### config.mk
export PLATFORM = sky130hd
export DESIGN_NAME = mdb_cashless_reader_handler
export DESIGN_NICKNAME = d
export VERILOG_FILES = /design/src/rtl/mdb_pkg.sv /design/src/rtl/mdb_front.sv /design/src/rtl/mdb_jobq.sv /design/src/rtl/mdb_back.sv /design/src/rtl/mdb_cashless_reader_handler.sv
export SDC_FILE = /design/constraint.sdc
export NUM_CORES = 1
export LEC_CHECK = 0
export BUFFER_PORTS_ARGS = -buffer_cell sky130_fd_sc_hd__buf_2
export CORE_UTILIZATION = 52
export CTS_BUF_LIST = sky130_fd_sc_hd__clkbuf_4
export DETAILED_ROUTE_END_ITERATION = 8
export PLACE_DENSITY = 0.72
export SYNTH_ARGS = -nofsm -noshare
export SYNTH_HDL_FRONTEND = slang
export SYNTH_SLANG_ARGS = --single-unit
### constraint.sdc
create_clock -name clock -period 9.55 [get_ports clock]
set_clock_uncertainty 0.15 [all_clocks]
set_input_delay 0.4775 -clock clock [delete_from_list [all_inputs] [get_ports clock]]
set_output_delay 0.4775 -clock clock [all_outputs]
set_load 0.01 [all_outputs]
### src/rtl/mdb_pkg.sv
// ----------------------------------------------------------------------------
// mdb_pkg
// Shared types and constants for the cashless reader command handler.
// ----------------------------------------------------------------------------
package mdb_pkg;

   localparam logic [1:0] OP_WORD  = 2'd0;
   localparam logic [1:0] OP_TICK  = 2'd1;
   localparam logic [1:0] OP_EVENT = 2'd2;

   localparam logic [1:0] CSR_FUNDS = 2'd0;
   localparam logic [1:0] CSR_IDLE  = 2'd1;
   localparam logic [1:0] CSR_VEND  = 2'd2;

   localparam logic [7:0] READER_ADDR = 8'h10;

   // reply kinds queued from front to back
   localparam logic [2:0] RK_ONE   = 3'd0;  // single byte
   localparam logic [2:0] RK_THREE = 3'd1;  // code then 16-bit amount
   localparam logic [2:0] RK_SETUP = 3'd2;  // setup config reply
   localparam logic [2:0] RK_ID    = 3'd3;  // expansion id reply

   typedef struct packed {
      logic [1:0]  operation;
      logic [8:0]  bus_word;
      logic [2:0]  event_code;
      logic [15:0] event_amount;
   } req_type;

   typedef struct packed {
      logic [8:0] tx_word;
      logic       last_word;
   } rsp_type;

   typedef struct packed {
      logic [2:0]  kind;
      logic [7:0]  code;
      logic [15:0] amount;
   } job_type;

   function automatic logic [7:0] setup_byte(input logic [2:0] i);
      logic [7:0] b;
      unique case (i)
         3'd0: b = 8'h01;
         3'd1: b = 8'h01;
         3'd2: b = 8'hff;
         3'd3: b = 8'hff;
         3'd4: b = 8'h01;
         3'd5: b = 8'h02;
         3'd6: b = 8'd120;
         default: b = 8'h09;
      endcase
      return b;
   endfunction

endpackage

### src/rtl/mdb_front.sv
// ----------------------------------------------------------------------------
// mdb_front
// Frames bus words, decodes reader commands, keeps state and emits reply jobs.
// ----------------------------------------------------------------------------
module mdb_front #(
   parameter int BUFFER_DEPTH = 36
) (
   input  logic                 clock,
   input  logic                 reset,
   input  logic                 in_valid,
   input  mdb_pkg::req_type     in_data,
   input  logic [15:0]          funds,
   input  logic [19:0]          idle_to,
   input  logic [19:0]          vend_to,
   output logic                 job_valid,
   output mdb_pkg::job_type     job
);
   localparam int CW = $clog2(BUFFER_DEPTH + 1);

   typedef enum logic [2:0] {
      ST_INACTIVE, ST_DISABLED, ST_ENABLED, ST_IDLE, ST_VEND
   } rstate_type;

   rstate_type  state_ff, state_in;
   logic [6:0]  pend_ff, pend_in;
   logic [15:0] amt_ff, amt_in;
   logic        frame_ff, frame_in;
   logic [7:0]  sum_ff, sum_in;
   logic [CW-1:0] cnt_ff, cnt_in;
   logic [8:0]  cmd_ff, cmd_in;
   logic [7:0]  sub_ff, sub_in;
   logic [31:0] now_ff, now_in;
   logic [31:0] mark_ff, mark_in;
   logic        jv_in;
   mdb_pkg::job_type job_in;

   logic [7:0]  lo;
   logic [31:0] elapsed;

   always_comb begin
      state_in = state_ff; pend_in = pend_ff; amt_in = amt_ff;
      frame_in = frame_ff; sum_in = sum_ff; cnt_in = cnt_ff;
      cmd_in = cmd_ff; sub_in = sub_ff; now_in = now_ff; mark_in = mark_ff;
      jv_in = 1'b0;
      job_in = '0;
      lo = in_data.bus_word[7:0];
      elapsed = now_ff - mark_ff;
      if (in_valid) begin
         unique case (in_data.operation)
            mdb_pkg::OP_TICK: now_in = now_ff + 32'd1;
            mdb_pkg::OP_EVENT: begin
               unique case (in_data.event_code)
                  3'd0: pend_in[5] = 1'b1;
                  3'd1: begin pend_in[2] = 1'b1; amt_in = in_data.event_amount; end
                  3'd2: pend_in[3] = 1'b1;
                  3'd3: pend_in[4] = 1'b1;
                  3'd4: pend_in[6] = 1'b1;
                  3'd5: pend_in[0] = 1'b1;
                  default: ;
               endcase
            end
            mdb_pkg::OP_WORD: begin
               logic [8:0] c;
               logic [7:0] s;
               logic [7:0] sm;
               logic       f;
               logic [CW-1:0] n;
               c = cmd_ff; s = sub_ff; sm = sum_ff; f = frame_ff; n = cnt_ff;
               if (in_data.bus_word[8]) begin
                  f = 1'b1; sm = 8'd0; n = '0;
               end
               if (f) begin
                  if (n < CW'(BUFFER_DEPTH)) begin
                     if (n == '0) c = in_data.bus_word;
                     else if (n == CW'(1)) s = lo;
                     n = n + CW'(1);
                  end
                  cmd_in = c; sub_in = s; cnt_in = n;
                  if (sm == lo) begin
                     frame_in = 1'b0;
                     sum_in = sm;
                     if (c[7:3] == mdb_pkg::READER_ADDR[7:3]) begin
                        unique case (c[2:0])
                           3'd0: begin state_in = ST_INACTIVE; pend_in[1] = 1'b1; end
                           3'd1: if (s == 8'h00) begin
                              state_in = ST_DISABLED; jv_in = 1'b1;
                              job_in.kind = mdb_pkg::RK_SETUP;
                           end
                           3'd2: begin
                              job_in.kind = mdb_pkg::RK_ONE;
                              priority if (pend_ff[0]) begin
                                 pend_in[0] = 1'b0; jv_in = 1'b1; job_in.code = 8'h0b;
                              end else if (pend_ff[1]) begin
                                 pend_in[1] = 1'b0; jv_in = 1'b1; job_in.code = 8'h00;
                              end else if (pend_ff[2]) begin
                                 pend_in[2] = 1'b0; jv_in = 1'b1; job_in.code = 8'h05;
                                 job_in.kind = mdb_pkg::RK_THREE; job_in.amount = amt_ff;
                              end else if (pend_ff[3]) begin
                                 pend_in[3] = 1'b0; jv_in = 1'b1; job_in.code = 8'h06;
                                 state_in = ST_IDLE;
                              end else if (pend_ff[4]) begin
                                 pend_in[4] = 1'b0; jv_in = 1'b1; job_in.code = 8'h07;
                                 state_in = ST_ENABLED;
                              end else if (pend_ff[5]) begin
                                 pend_in[5] = 1'b0; pend_in[2] = 1'b0; jv_in = 1'b1;
                                 state_in = ST_IDLE; mark_in = now_ff;
                                 job_in.code = 8'h03;
                                 job_in.kind = mdb_pkg::RK_THREE; job_in.amount = funds;
                              end else if (pend_ff[6]) begin
                                 pend_in[6] = 1'b0; jv_in = 1'b1; job_in.code = 8'h04;
                              end else begin
                                 if (state_ff == ST_IDLE && elapsed > {12'd0, idle_to})
                                    pend_in[6] = 1'b1;
                                 if (state_ff == ST_VEND && elapsed > {12'd0, vend_to})
                                    pend_in[3] = 1'b1;
                              end
                           end
                           3'd3: begin
                              if (s == 8'h00) begin
                                 state_in = ST_VEND; mark_in = now_ff;
                              end else if (s == 8'h01) pend_in[3] = 1'b1;
                              else if (s == 8'h02 || s == 8'h03) begin
                                 state_in = ST_IDLE;
                                 mark_in = now_ff - {12'd0, idle_to} + 32'd1000;
                              end else if (s == 8'h04) pend_in[4] = 1'b1;
                           end
                           3'd4: begin
                              if (s == 8'h00) state_in = ST_DISABLED;
                              else if (s == 8'h01) state_in = ST_ENABLED;
                              else if (s == 8'h02) begin
                                 jv_in = 1'b1; job_in.kind = mdb_pkg::RK_ONE;
                                 job_in.code = 8'h08;
                              end
                           end
                           3'd7: if (s == 8'h00) begin
                              jv_in = 1'b1; job_in.kind = mdb_pkg::RK_ID;
                           end
                           default: ;
                        endcase
                     end
                  end else begin
                     frame_in = 1'b1;
                     sum_in = sm + lo;
                  end
               end
            end
            default: ;
         endcase
      end
   end

   always_ff @(posedge clock) begin
      if (reset) begin
         state_ff <= ST_INACTIVE; pend_ff <= '0; amt_ff <= '0; frame_ff <= 1'b0;
         sum_ff <= '0; cnt_ff <= '0; now_ff <= '0; mark_ff <= '0; job_valid <= 1'b0;
      end else begin
         state_ff <= state_in; pend_ff <= pend_in; amt_ff <= amt_in;
         frame_ff <= frame_in; sum_ff <= sum_in; cnt_ff <= cnt_in;
         now_ff <= now_in; mark_ff <= mark_in; job_valid <= jv_in;
      end
      cmd_ff <= cmd_in;
      sub_ff <= sub_in;
      job <= job_in;
   end
endmodule

### src/rtl/mdb_jobq.sv
// ----------------------------------------------------------------------------
// mdb_jobq
// Small register queue of reply jobs between decode and transmit.
// ----------------------------------------------------------------------------
module mdb_jobq (
   input  logic              clock,
   input  logic              reset,
   input  logic              push,
   input  mdb_pkg::job_type  push_data,
   output logic              almost_full,
   input  logic              pop,
   output logic              empty,
   output mdb_pkg::job_type  head
);
   mdb_pkg::job_type mem_ff [4];
   logic [1:0] wp_ff, rp_ff;
   logic [2:0] cnt_ff;

   assign empty = (cnt_ff == 3'd0);
   assign almost_full = (cnt_ff >= 3'd2);
   assign head = mem_ff[rp_ff];

   always_ff @(posedge clock) begin
      if (reset) begin
         wp_ff <= '0; rp_ff <= '0; cnt_ff <= '0;
      end else begin
         if (push) wp_ff <= wp_ff + 2'd1;
         if (pop) rp_ff <= rp_ff + 2'd1;
         cnt_ff <= cnt_ff + {2'd0, push} - {2'd0, pop};
      end
      if (push) mem_ff[wp_ff] <= push_data;
   end
endmodule

### src/rtl/mdb_back.sv
// ----------------------------------------------------------------------------
// mdb_back
// Expands reply jobs into data words and a closing checksum word.
// ----------------------------------------------------------------------------
module mdb_back (
   input  logic              clock,
   input  logic              reset,
   input  logic              job_empty,
   input  mdb_pkg::job_type  job,
   output logic              job_pop,
   output logic              rsp_empty,
   output mdb_pkg::rsp_type  rsp_data,
   input  logic              rsp_pop
);
   logic [4:0] idx_ff;
   logic [7:0] sum_ff;
   logic       ov_ff;
   mdb_pkg::rsp_type out_ff;
   logic [4:0] len;
   logic [7:0] b;
   logic       room;

   always_comb begin
      unique case (job.kind)
         mdb_pkg::RK_THREE: len = 5'd3;
         mdb_pkg::RK_SETUP: len = 5'd8;
         mdb_pkg::RK_ID:    len = 5'd30;
         default:           len = 5'd1;
      endcase
      unique case (job.kind)
         mdb_pkg::RK_THREE: b = (idx_ff == 5'd0) ? job.code :
                               (idx_ff == 5'd1) ? job.amount[15:8] : job.amount[7:0];
         mdb_pkg::RK_SETUP: b = mdb_pkg::setup_byte(idx_ff[2:0]);
         mdb_pkg::RK_ID:    b = (idx_ff == 5'd0) ? 8'h09 : 8'h20;
         default:           b = job.code;
      endcase
   end

   assign room = !ov_ff || rsp_pop;
   assign rsp_empty = !ov_ff;
   assign rsp_data = out_ff;
   assign job_pop = room && !job_empty && (idx_ff == len);

   always_ff @(posedge clock) begin
      if (reset) begin
         ov_ff <= 1'b0; idx_ff <= '0; sum_ff <= '0;
      end else begin
         if (rsp_pop) ov_ff <= 1'b0;
         if (room && !job_empty) begin
            ov_ff <= 1'b1;
            if (idx_ff == len) begin
               out_ff <= '{tx_word: {1'b1, sum_ff}, last_word: 1'b1};
               idx_ff <= '0; sum_ff <= '0;
            end else begin
               out_ff <= '{tx_word: {1'b0, b}, last_word: 1'b0};
               idx_ff <= idx_ff + 5'd1; sum_ff <= sum_ff + b;
            end
         end
      end
   end
endmodule

### src/rtl/mdb_cashless_reader_handler.sv
// ----------------------------------------------------------------------------
// mdb_cashless_reader_handler
// Cashless reader command handler: framing, decode, reply generation.
// ----------------------------------------------------------------------------
// one item taken per cycle unless full; decode registers jobs before the job queue
// first reply word reaches the ports via decode register, job queue, output register
// replies drain one word per cycle while pop is held, n data words plus one checksum word
// full holds while the job queue nears capacity; synchronous reset restores
// register defaults, inactive reader state and empty queues
module mdb_cashless_reader_handler #(
   parameter int BUFFER_DEPTH = 36
) (
   input  logic             clock,
   input  logic             reset,
   input  logic             push,
   output logic             full,
   input  mdb_pkg::req_type req_data,
   output logic             empty,
   input  logic             pop,
   output mdb_pkg::rsp_type rsp_data,
   input  logic             csr_valid,
   output logic             csr_ready,
   input  logic [1:0]       csr_index,
   input  logic [19:0]      csr_data
);
   logic [15:0] funds_ff;
   logic [19:0] idle_ff, vend_ff;
   logic jv, af, jq_empty, jq_pop;
   mdb_pkg::job_type job, head;

   assign csr_ready = 1'b1;

   always_ff @(posedge clock) begin
      if (reset) begin
         funds_ff <= '0; idle_ff <= 20'd45000; vend_ff <= 20'd90000;
      end else if (csr_valid) begin
         unique case (csr_index)
            mdb_pkg::CSR_FUNDS: funds_ff <= csr_data[15:0];
            mdb_pkg::CSR_IDLE:  idle_ff <= csr_data;
            mdb_pkg::CSR_VEND:  vend_ff <= csr_data;
            default: ;
         endcase
      end
   end

   // frontend can have one job in flight beyond queue count
   assign full = af;

   mdb_front #(.BUFFER_DEPTH(BUFFER_DEPTH)) u_front (
      .clock, .reset, .in_valid(push && !full), .in_data(req_data),
      .funds(funds_ff), .idle_to(idle_ff), .vend_to(vend_ff),
      .job_valid(jv), .job
   );

   mdb_jobq u_jobq (
      .clock, .reset, .push(jv), .push_data(job), .almost_full(af),
      .pop(jq_pop), .empty(jq_empty), .head
   );

   mdb_back u_back (
      .clock, .reset, .job_empty(jq_empty), .job(head), .job_pop(jq_pop),
      .rsp_empty(empty), .rsp_data, .rsp_pop(pop)
   );
endmodule

Word level (Yosys, flattened, before mapping)
Memories as Yosys holds them, arrays and structs flattened. A register that Yosys moved wholly into a read port is not among the register bits. Cells that the tools add are included.

Bits in registers: 236. Latch bits: 0. Bits in writable memories: 108. Memory bits (read-only): 0. Bits of input ports: 57. Output and inout bits: 13. Word-level logic and storage cells: 303. Memories kept: 1.

Memory list: u_jobq.mem_ff (depth 4, width 27, rd ports 1, clocked after memory_dff 1, wr ports 1, line mdb_jobq.sv:15) `mdb_pkg::job_type mem_ff [4];`.

Add/sub/neg operators: 12. Multipliers: 0. Div/mod/pow operators: 0. Magnitude comparators: 4. Equality and inequality tests: 71. Shift-type cells: 0. Mux-type cells: 131. Bitwise logic cells: 7. Reduce and logical (&&, ||, !) cells: 46.

Operator list (count): 32-bit two-way mux (9); 8-bit two-way mux (23); 32-bit by 20-bit greater-than comparator with 1-bit output (2); 32-bit one-hot mux with 2 select lines (1); 3-bit two-way mux (18); 16-bit two-way mux (3); 1-bit two-way mux (41); 6-bit two-way mux (6); 2-bit inequality test, second input constant (18); 32-bit by 1-bit adder with 32-bit output, second input constant (1); 32-bit by 10-bit adder with 32-bit output, second input constant (1); 8-bit one-hot mux with 4 select lines (1); 32-bit by 20-bit subtractor with 32-bit output (1); 32-bit subtractor (1); 14-bit AND reduction (2); 3-bit by 2-bit equality test with 1-bit output, second input constant (9); 27-bit two-way mux (1); 3-bit equality test, second input constant (8); 3-bit inequality test, second input constant (8); 8-bit one-hot mux with 3 select lines (1); 12-bit AND reduction (2); 7-bit two-way mux (3); 8-bit adder (2); 8-bit by 2-bit equality test with 1-bit output, second input constant (2); other kinds (56) (107).

Depth between registers and ports, before layout
Gate-level depths: netlist of run 1.

Depth in word-level cells: 21. Mapped depth: 20.

By module
From an unflattened synthesis of run 1, not the netlist that was laid out.

Cell total of the unflattened synthesis: 2119. Area, all modules: 20254.4 um^2.

By module, submodules not included: mdb_front (instances 1, cells an instance 1507, area an instance 11787.6 um^2, sequential area each 3042.9 um^2); mdb_jobq (instances 1, cells an instance 185, area an instance 4385.5 um^2, sequential area each 3423.3 um^2); mdb_cashless_reader_handler (instances 1, cells an instance 226, area an instance 2314.7 um^2, sequential area each 1121.1 um^2); mdb_back (instances 1, cells an instance 201, area an instance 1766.7 um^2, sequential area each 550.5 um^2).

Least setup slack after synthesis of run 1
Ideal clock, no wire load.

Path type: input to register. Start point: input req_data[27] (netlist bit). End point: register u_front.amt_ff[10]. Setup time: 128 ps. Data arrival time: 4156 ps. Slack: 5117 ps. Stages: 16. Cells stage by stage: clkbuf_1 > clkbuf_1 > clkbuf_1 > nand2b_1 > inv_1 > ha_1 > or4_1 > nor4_2 > nand2_1 > o31ai_1 > nand2_1 > or2_2 > nor2_2 > buf_4 > mux2i_1 > nor2_1.

RTL lines: start: declaration (line mdb_cashless_reader_handler.sv:17) `input mdb_pkg::req_type req_data,`; end signal: assignment (line mdb_front.sv:157) `state_ff <= state_in; pend_ff <= pend_in; amt_ff <= amt_in;`; end: declaration (line mdb_front.sv:26) `logic [15:0] amt_ff, amt_in;`.

Final worst setup path of run 1
Start point: register u_front.now_ff[0]. End point: register u_front.pend_ff[6].

Cells in the longest elaborated chain, start to end: 16.

Ends and longest elaborated chain: start: declaration (line mdb_front.sv:32) `logic [31:0] now_ff, now_in;`; start signal: assignment (line mdb_front.sv:159) `now_ff <= now_in; mark_ff <= mark_in; job_valid <= jv_in;`; 32-bit subtractor (line mdb_front.sv:47) `elapsed = now_ff - mark_ff;`; 32-bit by 20-bit greater-than comparator with 1-bit output (line mdb_front.sv:112) `if (state_ff == ST_IDLE && elapsed > {12'd0, idle_to})`; 1-bit logical AND (line mdb_front.sv:112); 1-bit two-way mux (line mdb_front.sv:112); 1-bit two-way mux (line mdb_front.sv:109) `end else if (pend_ff[6]) begin`; 1-bit two-way mux (line mdb_front.sv:104) `end else if (pend_ff[5]) begin`; 2-bit two-way mux (line mdb_front.sv:101) `end else if (pend_ff[4]) begin`; 3-bit two-way mux (line mdb_front.sv:98) `end else if (pend_ff[3]) begin`; 4-bit two-way mux (line mdb_front.sv:95) `end else if (pend_ff[2]) begin`; 5-bit two-way mux (line mdb_front.sv:93) `end else if (pend_ff[1]) begin`; 6-bit two-way mux (line mdb_front.sv:91) `priority if (pend_ff[0]) begin`; 2-bit two-way mux (line mdb_front.sv:83) `unique case (c[2:0])`; 7-bit two-way mux (line mdb_front.sv:82) `if (c[7:3] == mdb_pkg::READER_ADDR[7:3]) begin`; 7-bit two-way mux (line mdb_front.sv:79) `if (sm == lo) begin`; 7-bit two-way mux (line mdb_front.sv:72) `if (f) begin`; 5-bit one-hot mux with 2 select lines (line mdb_front.sv:49) `unique case (in_data.operation)`; end signal: assignment (line mdb_front.sv:157); end: declaration (line mdb_front.sv:25) `logic [6:0] pend_ff, pend_in;`.

Every way passes these cells. The select of a mux whose other input is x is not followed. A chain may end at the register's enable or synchronous reset.

==> results of run 1 <==
[final cells by class]
| cell class | instances | area (um^2) | share of cell area [%] |
|---|---|---|---|
| diodes | 4 | 10.0 | 0.0479 |
| clock inverters | 24 | 125 | 0.598 |
| flip-flops and latches | 320 | 7540 | 36.0 |
| repair buffers | 133 | 960 | 4.59 |
| clock buffers | 131 | 983 | 4.70 |
| well taps | 455 | 569 | 2.72 |
| multi-input cells | 1477 | 10200 | 48.6 |
| inverters | 149 | 559 | 2.67 |
[per-layer routing]
metal | vias up | wire length, um | share of wire (%) | GRT usage, %
li1 | 7603 | - | - | -
met1 | 7257 | 20300 | 44 | 32.1
met2 | 460 | 21900 | 48 | 42.8
met3 | 105 | 2440 | 5.3 | 4.79
met4 | 0 | 1330 | 2.9 | 10.0
met5 | - | 0 | 0 | 0
[cell families (layout without fill, tap and decap cells)]
group,Yosys count,in the layout
muxes,87,87
AOI/OAI and AO/OA,469,469
buffers and inverters,237,437
DFF,320,320
xor gates and xnor gates,86,86
and+or+nand+nor,669,669
adders and majority gates,165,165
other,1,5
[worst register-to-register path: stages, from the launching register on]
cell      delay, ns
dfxtp_1        0.35
inv_1          0.10
ha_1           0.17
inv_1          0.06
fa_1           0.47
a211oi_1       0.33
o21ai_0        0.25
a41o_1         0.30
a211oi_1       0.41
o21ai_0        0.20
a21o_1         0.21
a21oi_1        0.16
xnor2_1        0.13
ha_1           0.32
nand4_1        0.10
or4_1          0.54
nor3_1         0.16
a21oi_1        0.06
o21ai_0        0.15
nor4b_1        0.26
a21oi_1        0.10
[flip-flops by register name (all words and copies together), names as in the netlist, 2 cells and up, named ones only]
name and count:
u_front.cnt_ff 6, u_back.rsp_data 9, u_front.cmd_ff 8, u_front.sub_ff 8
idle_ff 20, u_front.state_ff 3, u_jobq.mem_ff 88, u_back.idx_ff 5
u_front.sum_ff 8, vend_ff 20, u_front.pend_ff 7, u_jobq.cnt_ff 3
u_jobq.wp_ff 2, u_jobq.rp_ff 2, u_front.now_ff 32, funds_ff 16
u_front.job 22, u_front.mark_ff 32, u_front.amt_ff 16, u_back.sum_ff 8
[through the flow]
| step | utilization, % | hold WS [ns] |
|---|---|---|
| detailed placement | 55.3 | 0.300 |
| global route | 59.9 | 0.0432 |
| finish | 59.9 | 0.0700 |
| global placement | 55.3 | 0.294 |
| floorplan | - | 0.286 |
| CTS | 59.9 | 0.0147 |
[where the power goes]
group / total (uW) / switching (uW) / internal, uW / leakage, uW
registers: 1430 / 10.5 / 1420 / 0.00271
clock network: 1230 / 573 / 652 / 0.000664
logic: 195 / 118 / 77.8 / 0.00506
[final timing paths]
path / from / endpoint / slack, ns
worst min register to register: u_front.job[0] / u_jobq.mem_ff[1][0] / 0.30
worst min-delay path: req_data[19] / u_front.sum_ff[0] / 0.07
worst max-delay path: u_front.now_ff[0] / u_front.pend_ff[6] / 4.43
worst max register to register: u_front.now_ff[0] / u_front.pend_ff[6] / 4.43
[cell usage in the layout (no fill, tap or decap), types with 19 or more instances in the layout]
cell and count:
ha_1 160, mux2i_1 44, dfxtp_1 207, a211o_1 21, a22oi_1 24, o21ai_0 81
edfxtp_1 113, a21oi_1 167, nand4_1 28, clkbuf_4 131, nand3_1 35, xnor2_1 53
mux2_2 20, nor3_1 38, nor2b_1 27, dlygate4sd3_1 50, or3_1 19, inv_1 149
mux4_2 22, nor2_1 229, nand2_1 182, xor2_1 33, buf_2 67, a21o_1 35
a211oi_1 35
[timing repair]
action / 4_1_cts / 5_1_grt
endpoints found under the setup margin: 0 / 0
endpoints found under the hold margin: 85 / 0
hold buffers: 50 / 0
==> metrics.md, run 1 <==
| Metric | Value |
|---|---|
| Fin. Hold Viols | 0 |
| Gr usage total | between 20% and 30% |
| Hold path cells | 4 |
| Top delay family on crit path | compound AO/OA/AOI/OAI gates |
| Vias | 15400 |
| Reg2Reg Depth | 20 |
| Crit-path max FO | 5 |
| Largest net degree at the start of global routing | 82 |
| Relative slew slack | 17.9% |
| Setup TNS | 0 ns |
| Final std cell area, no fill | around 21000 um^2 |
| Post-cts repair resize count | 0 |
| CORE AREA | roughly 35000 um^2 |
| Post-synthesis cell area | between 15000 and 20000 um^2 |
| RSZ-0062 raised after global routing | no |
| Area leader, netlist | dfxtp_1 |
| Buffers on Ports | between 60 and 70 |
| Seq cells post-synth | 320 |
| GRT overflow | 0 |
| LEAKAGE | 0.00843 uW |
| CTS tree | done |
| Fin cells | ~2700 |
| Post-CTS Setup Inserts | 0 |
| Net Count, Synth | about 2300 |
| Area contributors post-synth | dfxtp_1 (22%), edfxtp_1 (18%), ha_1 (11%) |
| H-tree levels | 3 |
| Clock tree buffer depth | 3 |
| Post-Synth Simple-Gate Area | approximately 17% |
| Synth Area in XOR/XNOR | between 4 and 5% |
| Commonest cells post-synth | nor2_1 (229), dfxtp_1 (207), nand2_1 (182), a21oi_1 (167), ha_1 (160) |
| Height of the die | 191 um |
| Power, Total | around 2800 uW |
| CTS buffer count | 85 |
| Post-DP HPWL | ~32000 um |
| EDFF count, synth | between 100 and 150 |
| Core Rows | about 70 |
| Vias in the first global route | approximately 15000 |
| Peak VDD IR | a little under 0.1 mV |
| Final number of setup-violating endpoints | 0 |
| Initial antenna violation count | 3 |
| Io pins | 70 |
| GP Congestion | ~0.96 |
| Synth Area in Adders | 11.3% |
| Power per cell area | approximately 140 nW/um^2 |
| Slew Limit Fails | 0 |
| Wire length per cell | 17.0 um |
| Clk_lat worst skew | 0.77 ns |
| CP max-delay cell | or4_1 |
| Clk slew on worst S/H paths | roughly 0.070 ns |
| Mux cell area share after synthesis | under 10% |
| Worst-Margin Slew | approximately 1.2 ns |
| WP depth | 20 |
| Fill cells | 3001 |
| Placed Instances | 2484 |
| # clock sinks | 320 |
| Outcome | completed |
| Die area | around 37000 um^2 |
| Sequential share of the synthesized area | between 40 and 50% |
| Syn Area/Cell | 9.15 um^2 |
| CP required | between 10 and 15 ns |
| Post-synthesis cell count | roughly 2000 |
| Tcrit/Tclk final | a little over half |
| Startpoint types | register |
| Starting density of the core | a little over half |
| Dominant synthesized flop cell | dfxtp_1 |
| Largest family of logic cells by synthesized area | simple AND/OR/NAND/NOR gates |
| Crit path capture type | register |
| Pre-antenna DRT Iters | 5 |
| Max Cap Viol | 0 |
| Max Freq | slightly below 200 MHz |
| Remaining antenna violation count | 0 |
| Distinct cells, synth | 73 |
| Final worst slack | 4.43 ns |
| Layout area overhead | 12.4% |
| DRT Wirelength | 45900 um |
| DP Area | ~19000 um^2 |
| Placement Setup Slack | 4.52 ns |
| Crit path buffers/inverters | 2 |
| Post-synth top area share | between 20% and 30% |
| Asr flop ratio synth | 0% |
| Crit path kind | register to register |
| Chip width | between 150 and 200 um |
| # DRC | 0 |
| Compound-cell area share of the yosys netlist | roughly 16% |
| Clk root buf | clkbuf_4 |
| Initial DRC Count | between 900 and 1000 |
| Final Critical Period | 5.12 ns |
| Slowest Stage Delay on Critical Path | 0.54 ns |
| Nets | between 2000 and 2500 |
| Cell with the most instances after synthesis | nor2_1 |
| Layout cell share with drive strength beyond 1 | between 10% and 20% |
| CP arrival | approximately 5.6 ns |
| Vias/cell | roughly 5.7 |
| CP cell instances | inv_1 -> ha_1 -> inv_1 -> fa_1 -> a211oi_1 -> o21ai_0 -> a41o_1 -> a211oi_1 -> o21ai_0 -> a21o_1 -> a21oi_1 -> xnor2_1 -> ha_1 -> nand4_1 -> or4_1 -> nor3_1 -> a21oi_1 -> o21ai_0 -> nor4b_1 -> a21oi_1 |
| First-pass GRT wire length | 74500 um |
| Synth warn | 0 |
| Hold Crit Class | primary input to register |
Note: power is estimated with default switching activity, not from simulation.
==> inputs of run 2 (changes only) <==
--- a/config.mk
+++ b/config.mk
@@ -5,11 +5,12 @@
 export SDC_FILE = /design/constraint.sdc
 export NUM_CORES = 1
 export LEC_CHECK = 0
+export ABC_AREA = 1
 export BUFFER_PORTS_ARGS = -buffer_cell sky130_fd_sc_hd__buf_2
 export CORE_UTILIZATION = 52
 export CTS_BUF_LIST = sky130_fd_sc_hd__clkbuf_4
 export DETAILED_ROUTE_END_ITERATION = 8
-export PLACE_DENSITY = 0.72
+export PLACE_DENSITY = 0.74
 export SYNTH_ARGS = -nofsm -noshare
 export SYNTH_HDL_FRONTEND = slang
 export SYNTH_SLANG_ARGS = --single-unit
==> constraint.sdc (replaced) <==
create_clock -name clock -period 4.3 [get_ports clock]
set_clock_uncertainty 0.15 [all_clocks]
set_input_delay 0.215 -clock clock [delete_from_list [all_inputs] [get_ports clock]]
set_output_delay 0.215 -clock clock [all_outputs]
set_load 0.01 [all_outputs]
==> run 2 against run 1 <==
Against the previous run:
- count of clock-buffer cells in the layout increased by 2
- clock power increased by 130%
- global-route usage increased by 3.5 points
- sequential power increased by 120%
- sequential share of layout area decreased by 3.5 points
- maximum frequency increased by 27%
- worst setup slack got worse by 4.2 ns
- critical path depth decreased by 5
- utilization decreased by 0.15 points
==> metrics.md, run 2 <==
| Metric | Value |
|---|---|
| Clk pwr share | 42.2% (-0.8 points) |
| Fin. Hold Viols | 0 (unchanged) |
| Crit path buffers/inverters | 4 (+2) |
| Cell mode on critical path | nand2_1 |
| Tcrit/Tclk final | 93.8% (+40 points) |
| Net Count, Synth | 3141 (+39%) |
| # DRC | 0 (unchanged) |
| Io pins | 70 (unchanged) |
| Nets | 3311 (+39%) |
| Peak VDD IR | 0.172 mV (+74%) |
| RSZ-0062 raised after global routing | no |
| Post-cts repair resize count | 0 (unchanged) |
| Final worst slack | 0.268 ns (-4.16 ns) |
| Gr usage total | 28.9% (+3.5 points) |
| Crit path capture type | register |
| Dominant synthesized flop cell | dfxtp_1 |
| Max Freq | 248 MHz (+27%) |
| CP arrival | 4.63 ns (-0.98 ns) |
| CTS tree | done |
| Clk slew on worst S/H paths | 0.07 ns (about the same) |
| Cell with the most instances after synthesis | nand2_1 |
| Register name with the most flops | u_jobq.mem_ff |
| Reg2Reg Depth | 15 (-25%) |
| Clk_lat worst skew | 0.81 ns (+0.04 ns) |
| Layout cell share with drive strength beyond 1 | 8.46% (-4.2 points) |
| Post-synthesis cell area | 20500 um^2 (+10%) |
| Switching share of total power | 26.1% (+1.5 points) |
| Max Cap Viol | 0 (unchanged) |
| Outcome | completed |
| Compound-cell area share of the yosys netlist | 13.0% (-2.9 points) |
| Vias/cell | 5.36 (-6.5%) |
| CORE AREA | 38700 um^2 (+11%) |
| Reg-to-reg setup timing slack | 0.27 ns (-4.16 ns) |
| Hold worst-path end | vend_ff[16] |
| Seq cells post-synth | 320 (unchanged) |
| Area leader, netlist | dfxtp_1 |
| Buffers on Ports | 68 (unchanged) |
| Post-synth top area share | 20.2% (-2.1 points) |
| Distinct cells, synth | 55 (-25%) |
| Sequential share of the synthesized area | 36.8% (-3.7 points) |
| Area contributors post-synth | dfxtp_1 (20%), edfxtp_1 (17%), nand2_1 (15%) |
| Commonest cells post-synth | nand2_1 (801), inv_1 (437), nor2_1 (315), a21oi_1 (215), dfxtp_1 (207) |
| Part of the power in registers | 48.5% (-1.6 points) |
| Asr flop ratio synth | 0% (unchanged) |
| Die area | 40200 um^2 (+10%) |
| DP Area | 21300 um^2 (+10%) |
| Initial DRC Count | 1544 (+60%) |
| H-tree levels | 3 (unchanged) |
| Synth Area in XOR/XNOR | 2.22% (-1.8 points) |
| GP Congestion | 0.964 (+0.85%) |
| Relative slew slack | 29.1% (+11 points) |
| Vias | 19700 (+28%) |
| Remaining antenna violation count | 0 (unchanged) |
| Final number of setup-violating endpoints | 0 (unchanged) |
| Final Core Density | 59.8% (-0.15 points) |
| Post-CTS Setup Inserts | 0 (unchanged) |
| Layout area overhead | 13.0% |
| # clock sinks | 320 (unchanged) |
| Post-DP HPWL | 43400 um (+35%) |
| First-pass GRT wire length | 94300 um (+27%) |
| Starting density of the core | 52.9% (-0.43 points) |
| Critical R2R Launch | u_front.cnt_ff[0] |
| CP max-delay cell | dlygate4sd3_1 |
| Post-synthesis cell count | 2919 (+44%) |
| Slowest Stage Delay on Critical Path | 0.57 ns (+0.03 ns) |
| R2r endpoint | u_front.pend_ff[0] |
| Largest family of logic cells by synthesized area | simple AND/OR/NAND/NOR gates |
| Post-Synth Simple-Gate Area | 27.9% (+11 points) |
| CP required | 4.90 ns (-5.14 ns) |
| Hold Crit Class | primary input to register |
| Combinational Power Share | 9.3% (+2.4 points) |
| Mux cell area share after synthesis | 0% (-6.3 points) |
| Synth Area in Adders | 10.3% (-1.0 points) |
| Setup TNS | 0 ns (unchanged) |
| Commonest non-fill, non-tap cell in the layout | nand2_1 |
| Syn Area/Cell | 7.02 um^2 (-23%) |
| Height of the die | 201 um (+4.9%) |
| Final std cell area, no fill | 23200 um^2 (+11%) |
| NetSw | 1710 uW (+140%) |
| Clk root buf | clkbuf_4 |
| Power, Total | 6550 uW (+130%) |
| Top delay family on crit path | buffers and inverters |
| Placement Setup Slack | 0.508 ns (-4.01 ns) |
| Cell Int Power | 4840 uW (+130%) |
| Wire length per cell | 15.9 um (-6.5%) |
| DRT Wirelength | 58600 um (+28%) |
| Worst-Margin Slew | 1.06 ns (-0.171 ns) |
| Crit path kind | register to register |
| Startpoint types | register |
| Slew Limit Fails | 0 (unchanged) |
| Largest net degree at the start of global routing | 115 (+40%) |
| Hold path cells | 4 (unchanged) |
| Most frequent cells in the layout | nand2_1 (801), inv_1 (436), nor2_1 (315) |
| Largest register FFs | 88 (unchanged) |
| Hold_sp | csr_data[16] |
| Largest registers | u_jobq.mem_ff: 88 flops, u_front.mark_ff: 32 flops, u_front.now_ff: 32 flops |
| Final Critical Period | 4.03 ns (-1.09 ns) |
| CP cell instances | inv_1 -> nor2_1 -> inv_1 -> ha_1 -> nand3_2 -> nand2_1 -> o21ai_1 -> nand2_1 -> o21ai_0 -> nand4_1 -> nor2_1 -> nand2_1 -> dlygate4sd3_1 -> a21oi_1 -> dlygate4sd3_1 |
| Power per cell area | 283 nW/um^2 (+110%) |
| Crit-path max FO | 11 (+6) |
| Chip width | 201 um (+4.9%) |
| Vias in the first global route | 19100 (+27%) |
| Core Rows | 72 (+5.9%) |
| EDFF count, synth | 113 (unchanged) |
| Pre-antenna DRT Iters | 6 (+1) |
| GRT overflow | 0 (unchanged) |
| Clock tree buffer depth | 3 (unchanged) |
| CTS buffer count | 86 (+1.2%) |
| CTS Hold Buffers Added | 74 (+48%) |
| Synth warn | 0 (unchanged) |
| LEAKAGE | 0.0111 uW (+31%) |
| Initial antenna violation count | 2 (-1) |
==> run 2: changes by cell type after synthesis, sizes merged, moves of 49 or more <==
| cell | previous run | this run |
|---|---|---|
| inv | 149 | 445 |
| nand3 | 35 | 132 |
| o21ai | 83 | 169 |
| a21oi | 167 | 216 |
| nand2 | 182 | 807 |
| nor2 | 230 | 323 |
==> run 2: how the worst max path moves through the flow <==
stage,startpoint,endpoint,depth (start not counted)
final,u_front.cnt_ff[0],u_front.pend_ff[0],15
after global routing,u_front.cnt_ff[0],u_front.pend_ff[0],14
after CTS,u_front.cnt_ff[0],u_front.pend_ff[0],14
after detailed placement,register,u_back.sum_ff[6],18
after global placement,register,u_back.sum_ff[6],18
after floorplan,register,u_back.sum_ff[6],21
==> run 2: power by group through the flow <==
stage	Clock [uW]	Sequential [uW]	Combinational (uW)
6_report	2770	3170	610
5_1_grt	2990	3180	675
4_1_cts	2820	3170	595
3_5_place_dp	0	3240	542
3_3_place_gp	0	3240	532
2_1_floorplan	0	3230	377
==> run 2: layout make-up <==
| class | instances | area (um^2) |
|---|---|---|
| clock buffer | 133 | 998 |
| tap | 518 | 648 |
| inverter | 448 | 1680 |
| antenna | 3 | 7.51 |
| clock inverter | 21 | 128 |
| fill | 3615 | 15600 |
| sequential | 320 | 7540 |
| multi-input combinational | 2075 | 10900 |
| timing repair buffer | 158 | 1230 |
==> run 2: through the flow <==
| step | instances | hold WS (ns) |
|---|---|---|
| global route | 3676 | 0.0585 |
| finish | 3676 | 0.0699 |
| floorplan | 2919 | 0.195 |
| global placement | 3445 | 0.291 |
| detailed placement | 3445 | 0.295 |
| CTS | 3673 | 0.0186 |
==> run 2: logic make-up (layout without fill, tap and decap cells) <==
logic type / after synthesis / in the layout
AOI/OAI and AO/OA: 475 / 475
other: 1 / 4
and+or+nand+nor: 1382 / 1382
xor gates and xnor gates: 52 / 52
adders and majority gates: 165 / 165
buffers and inverters: 524 / 760
DFF: 320 / 320
==> run 2: worst register-to-register path, stage by stage, from the launching register on <==
cell           delay [ns]
dfxtp_1              0.31
inv_1                0.06
nor2_1               0.20
inv_1                0.09
ha_1                 0.30
nand3_2              0.25
nand2_1              0.10
o21ai_1              0.13
nand2_1              0.15
o21ai_0              0.43
nand4_1              0.26
nor2_1               0.20
nand2_1              0.06
dlygate4sd3_1        0.56
a21oi_1              0.15
dlygate4sd3_1        0.57
==> run 2: layer usage <==
metal  part of all wire (%)  track usage, %  up-vias
li1                       -               -     9867
met1                     42            34.4     8991
met2                     48            50.6      644
met3                    5.4            4.19      186
met4                    4.6            14.7        0
met5                      0               0        -
==> inputs of run 3 (changes only) <==
--- a/config.mk
+++ b/config.mk
@@ -10,7 +10,7 @@
 export CORE_UTILIZATION = 52
 export CTS_BUF_LIST = sky130_fd_sc_hd__clkbuf_4
 export DETAILED_ROUTE_END_ITERATION = 8
-export PLACE_DENSITY = 0.74
+export PLACE_DENSITY = 0.72
 export SYNTH_ARGS = -nofsm -noshare
 export SYNTH_HDL_FRONTEND = slang
 export SYNTH_SLANG_ARGS = --single-unit
==> constraint.sdc (replaced) <==
create_clock -name clock -period 4.8 [get_ports clock]
set_clock_uncertainty 0.15 [all_clocks]
set_input_delay 0.24 -clock clock [delete_from_list [all_inputs] [get_ports clock]]
set_output_delay 0.24 -clock clock [all_outputs]
set_load 0.01 [all_outputs]
==> run 3 against run 2 <==
Against the previous run:
- clock power decreased by 15%
- hold slack improved by 0.041 ns
- largest power group unchanged
- routed wire length rose by 1.9%
- first-iteration DRC count rose by 7.6%
- global-route usage rose by 0.66 points
- sequential power decreased by 10%
- highest routed layer unchanged
- largest cell class unchanged
- critical endpoint is now u_front.pend_ff[4]
==> metrics.md, run 3 (synthesized netlist as in run 2, its figures left out) <==
| Metric | Value |
|---|---|
| Power, Total | 5750 uW (-12%) |
| Largest register FFs | 88 (unchanged) |
| Nets | 3311 (unchanged) |
| Worst-Margin Slew | 1.08 ns (+0.0228 ns) |
| GP Congestion | 0.937 (-2.9%) |
| R2r endpoint | u_front.pend_ff[4] |
| Die area | 40200 um^2 (unchanged) |
| Hold Crit Class | primary input to register |
| Clk root buf | clkbuf_4 |
| Switching share of total power | 26.8% (+0.70 points) |
| Wire length per cell | 16.3 um (+2.0%) |
| Core Rows | 72 (unchanged) |
| Post-CTS Setup Inserts | 0 (unchanged) |
| # clock sinks | 320 (unchanged) |
| Vias | 19600 (-0.49%) |
| CTS tree | done |
| Commonest non-fill, non-tap cell in the layout | nand2_1 |
| Vias/cell | 5.33 (-0.47%) |
| Max Cap Viol | 0 (unchanged) |
| Combinational Power Share | 9.6% (+0.3 points) |
| Final Critical Period | 4.52 ns (+0.490 ns) |
| Pre-antenna DRT Iters | 7 (+1) |
| Final std cell area, no fill | 23100 um^2 (-0.26%) |
| First-pass GRT wire length | 95100 um (+0.89%) |
| CTS buffer count | 84 (-2.3%) |
| # DRC | 0 (unchanged) |
| Layout area overhead | 12.7% |
| Clk_lat worst skew | 0.79 ns (-0.02 ns) |
| Slowest Stage Delay on Critical Path | 0.59 ns (+0.02 ns) |
| Crit path kind | register to register |
| Buffers on Ports | 68 (unchanged) |
| Multi-input combinational cell area | 10900 um^2 (unchanged) |
| Cell Int Power | 4210 uW (-13%) |
| CP max-delay cell | dlygate4sd3_1 |
| Clock tree buffer depth | 3 (unchanged) |
| CP arrival | 5.01 ns (+0.38 ns) |
| Peak VDD IR | 0.158 mV (-8.0%) |
| Chip width | 201 um (unchanged) |
| Layout cell share with drive strength beyond 1 | 7.92% (-0.54 points) |
| Largest net degree at the start of global routing | 112 (-2.6%) |
| Power per cell area | 249 nW/um^2 (-12%) |
| Reg2Reg Depth | 19 (+4) |
| Final number of setup-violating endpoints | 0 (unchanged) |
| Fin. Hold Viols | 0 (unchanged) |
| Starting density of the core | 52.9% (unchanged) |
| Reg-to-reg setup timing slack | 0.28 ns (about the same) |
| Hold_sp | req_data[14] |
| CORE AREA | 38700 um^2 (unchanged) |
| Vias in the first global route | 18700 (-2.3%) |
| RSZ-0062 raised after global routing | no |
| LEAKAGE | 0.0110 uW (-0.70%) |
| NetSw | 1540 uW (-9.9%) |
| Critical R2R Launch | u_front.cnt_ff[0] |
| Clk pwr share | 40.9% (-1.3 points) |
| Setup TNS | 0 ns (unchanged) |
| Part of the power in registers | 49.5% (+1.0 points) |
| Post-cts repair resize count | 0 (unchanged) |
| Storage cell area | 7540 um^2 (unchanged) |
| Slew Limit Fails | 0 (unchanged) |
| GRT overflow | 0 (unchanged) |
| Most frequent cells in the layout | nand2_1 (801), inv_1 (436), nor2_1 (315) |
| Register name with the most flops | u_jobq.mem_ff |
| Hold path cells | 4 (unchanged) |
| Largest registers | u_jobq.mem_ff: 88 flops, u_front.mark_ff: 32 flops, u_front.now_ff: 32 flops |
| Io pins | 70 (unchanged) |
| Startpoint types | register |
| Outcome | completed |
| Tcrit/Tclk final | 94.2% (+0.45 points) |
| Crit-path max FO | 43 (+32) |
| Relative slew slack | 27.8% (-1.3 points) |
| Height of the die | 201 um (unchanged) |
| DP Area | 21200 um^2 (-0.33%) |
| Fill cells | 3669 (+1.5%) |
| Clk slew on worst S/H paths | 0.07 ns (about the same) |
| Crit path capture type | register |
| Hold worst-path end | u_front.amt_ff[14] |
| Initial DRC Count | 1662 (+7.6%) |
| H-tree levels | 3 (unchanged) |
| CP cell instances | inv_1 -> nor2_1 -> inv_1 -> ha_1 -> nor2_2 -> nand3_4 -> nand2_1 -> inv_1 -> nor2_1 -> nand2_1 -> nor2_1 -> nand2_2 -> nand2_1 -> buf_4 -> a21oi_1 -> nand3_1 -> dlygate4sd3_1 -> a21oi_1 -> dlygate4sd3_1 |
| CTS Hold Buffers Added | 82 (+11%) |
| DRT Wirelength | 59700 um (+1.9%) |
| Max Freq | 221 MHz (-11%) |
| Remaining antenna violation count | 0 (unchanged) |
| Gr usage total | 29.6% (+0.66 points) |
| Initial antenna violation count | 2 (unchanged) |
| CP required | 5.28 ns (+0.38 ns) |
| Post-DP HPWL | 44400 um (+2.3%) |
==> run 3: cell types whose count changed in the layout (fill, tap and decap cells not counted) <==
cell | previous run | this run
dlygate4sd3_1 | 74 | 82
bufinv_16 | 1 | 0
buf_4 | 14 | 10
clkinv_1 | 15 | 24
diode_2 | 3 | 2
buf_12 | 2 | 0
clkbuf_4 | 133 | 123
inv_6 | 1 | 2
clkinv_2 | 4 | 3
==> run 3: power groups by stage <==
| stage | registers, uW | logic (uW) | clock network [uW] |
|---|---|---|---|
| final | 2850 | 549 | 2350 |
| after global routing | 2850 | 607 | 2540 |
| after global placement | 2900 | 476 | 0 |
| after detailed placement | 2900 | 485 | 0 |
| after CTS | 2840 | 536 | 2400 |
| after floorplan | 2900 | 338 | 0 |
==> run 3: through the flow <==
| stage | cells | utilization, % | hold WS, ns | setup WS [ns] |
|---|---|---|---|---|
| after global routing | 3675 | 59.6 | 0.0729 | 0.0607 |
| after floorplan | 2919 | - | 0.220 | 1.37 |
| after detailed placement | 3439 | 54.8 | 0.294 | 0.795 |
| final | 3675 | 59.6 | 0.111 | 0.278 |
| after CTS | 3673 | 59.6 | 0.0418 | 0.352 |
| after global placement | 3439 | 54.8 | 0.290 | 0.841 |
==> run 3: cell type report <==
class / count / share of cell area [%]
Multi-Input combinational cell: 2075 / 47.3
Sequential cell: 320 / 32.6
Antenna cell: 2 / 0.0217
Timing Repair Buffer: 160 / 5.35
Tap cell: 518 / 2.81
Clock buffer: 123 / 4.00
Inverter: 448 / 7.28
Clock inverter: 29 / 0.585
==> run 3: how the worst max path moves through the flow <==
stage | start | to | slack [ns] | cells past startpoint
2_1_floorplan | register | u_back.sum_ff[6] | 1.37 | 21
3_3_place_gp | register | u_back.sum_ff[6] | 0.84 | 20
3_5_place_dp | register | u_back.sum_ff[6] | 0.80 | 20
4_1_cts | u_front.cnt_ff[0] | u_front.pend_ff[4] | 0.35 | 19
5_1_grt | u_front.cnt_ff[0] | u_front.pend_ff[4] | 0.06 | 17
6_report | u_front.cnt_ff[0] | u_front.pend_ff[4] | 0.28 | 19
==> run 3: worst max-delay path: cells and delay by family (launching register included) <==
| kind | cells | cell delay, ns |
|---|---|---|
| adders and majority gates | 1 | 0.32 |
| DFF | 1 | 0.31 |
| buffers and inverters | 6 | 1.72 |
| and+or+nand+nor | 10 | 1.63 |
| AOI/OAI and AO/OA | 2 | 0.23 |
==> run 3: layer usage <==
metal,track usage (%),routed length (um),vias to the layer above,part of all wire [%]
met5,0,0,-,0
met4,13.1,2190,0,3.7
met3,3.78,3220,165,5.4
met2,51.6,28900,633,48
met1,36.4,25400,8925,43
li1,-,-,9868,-
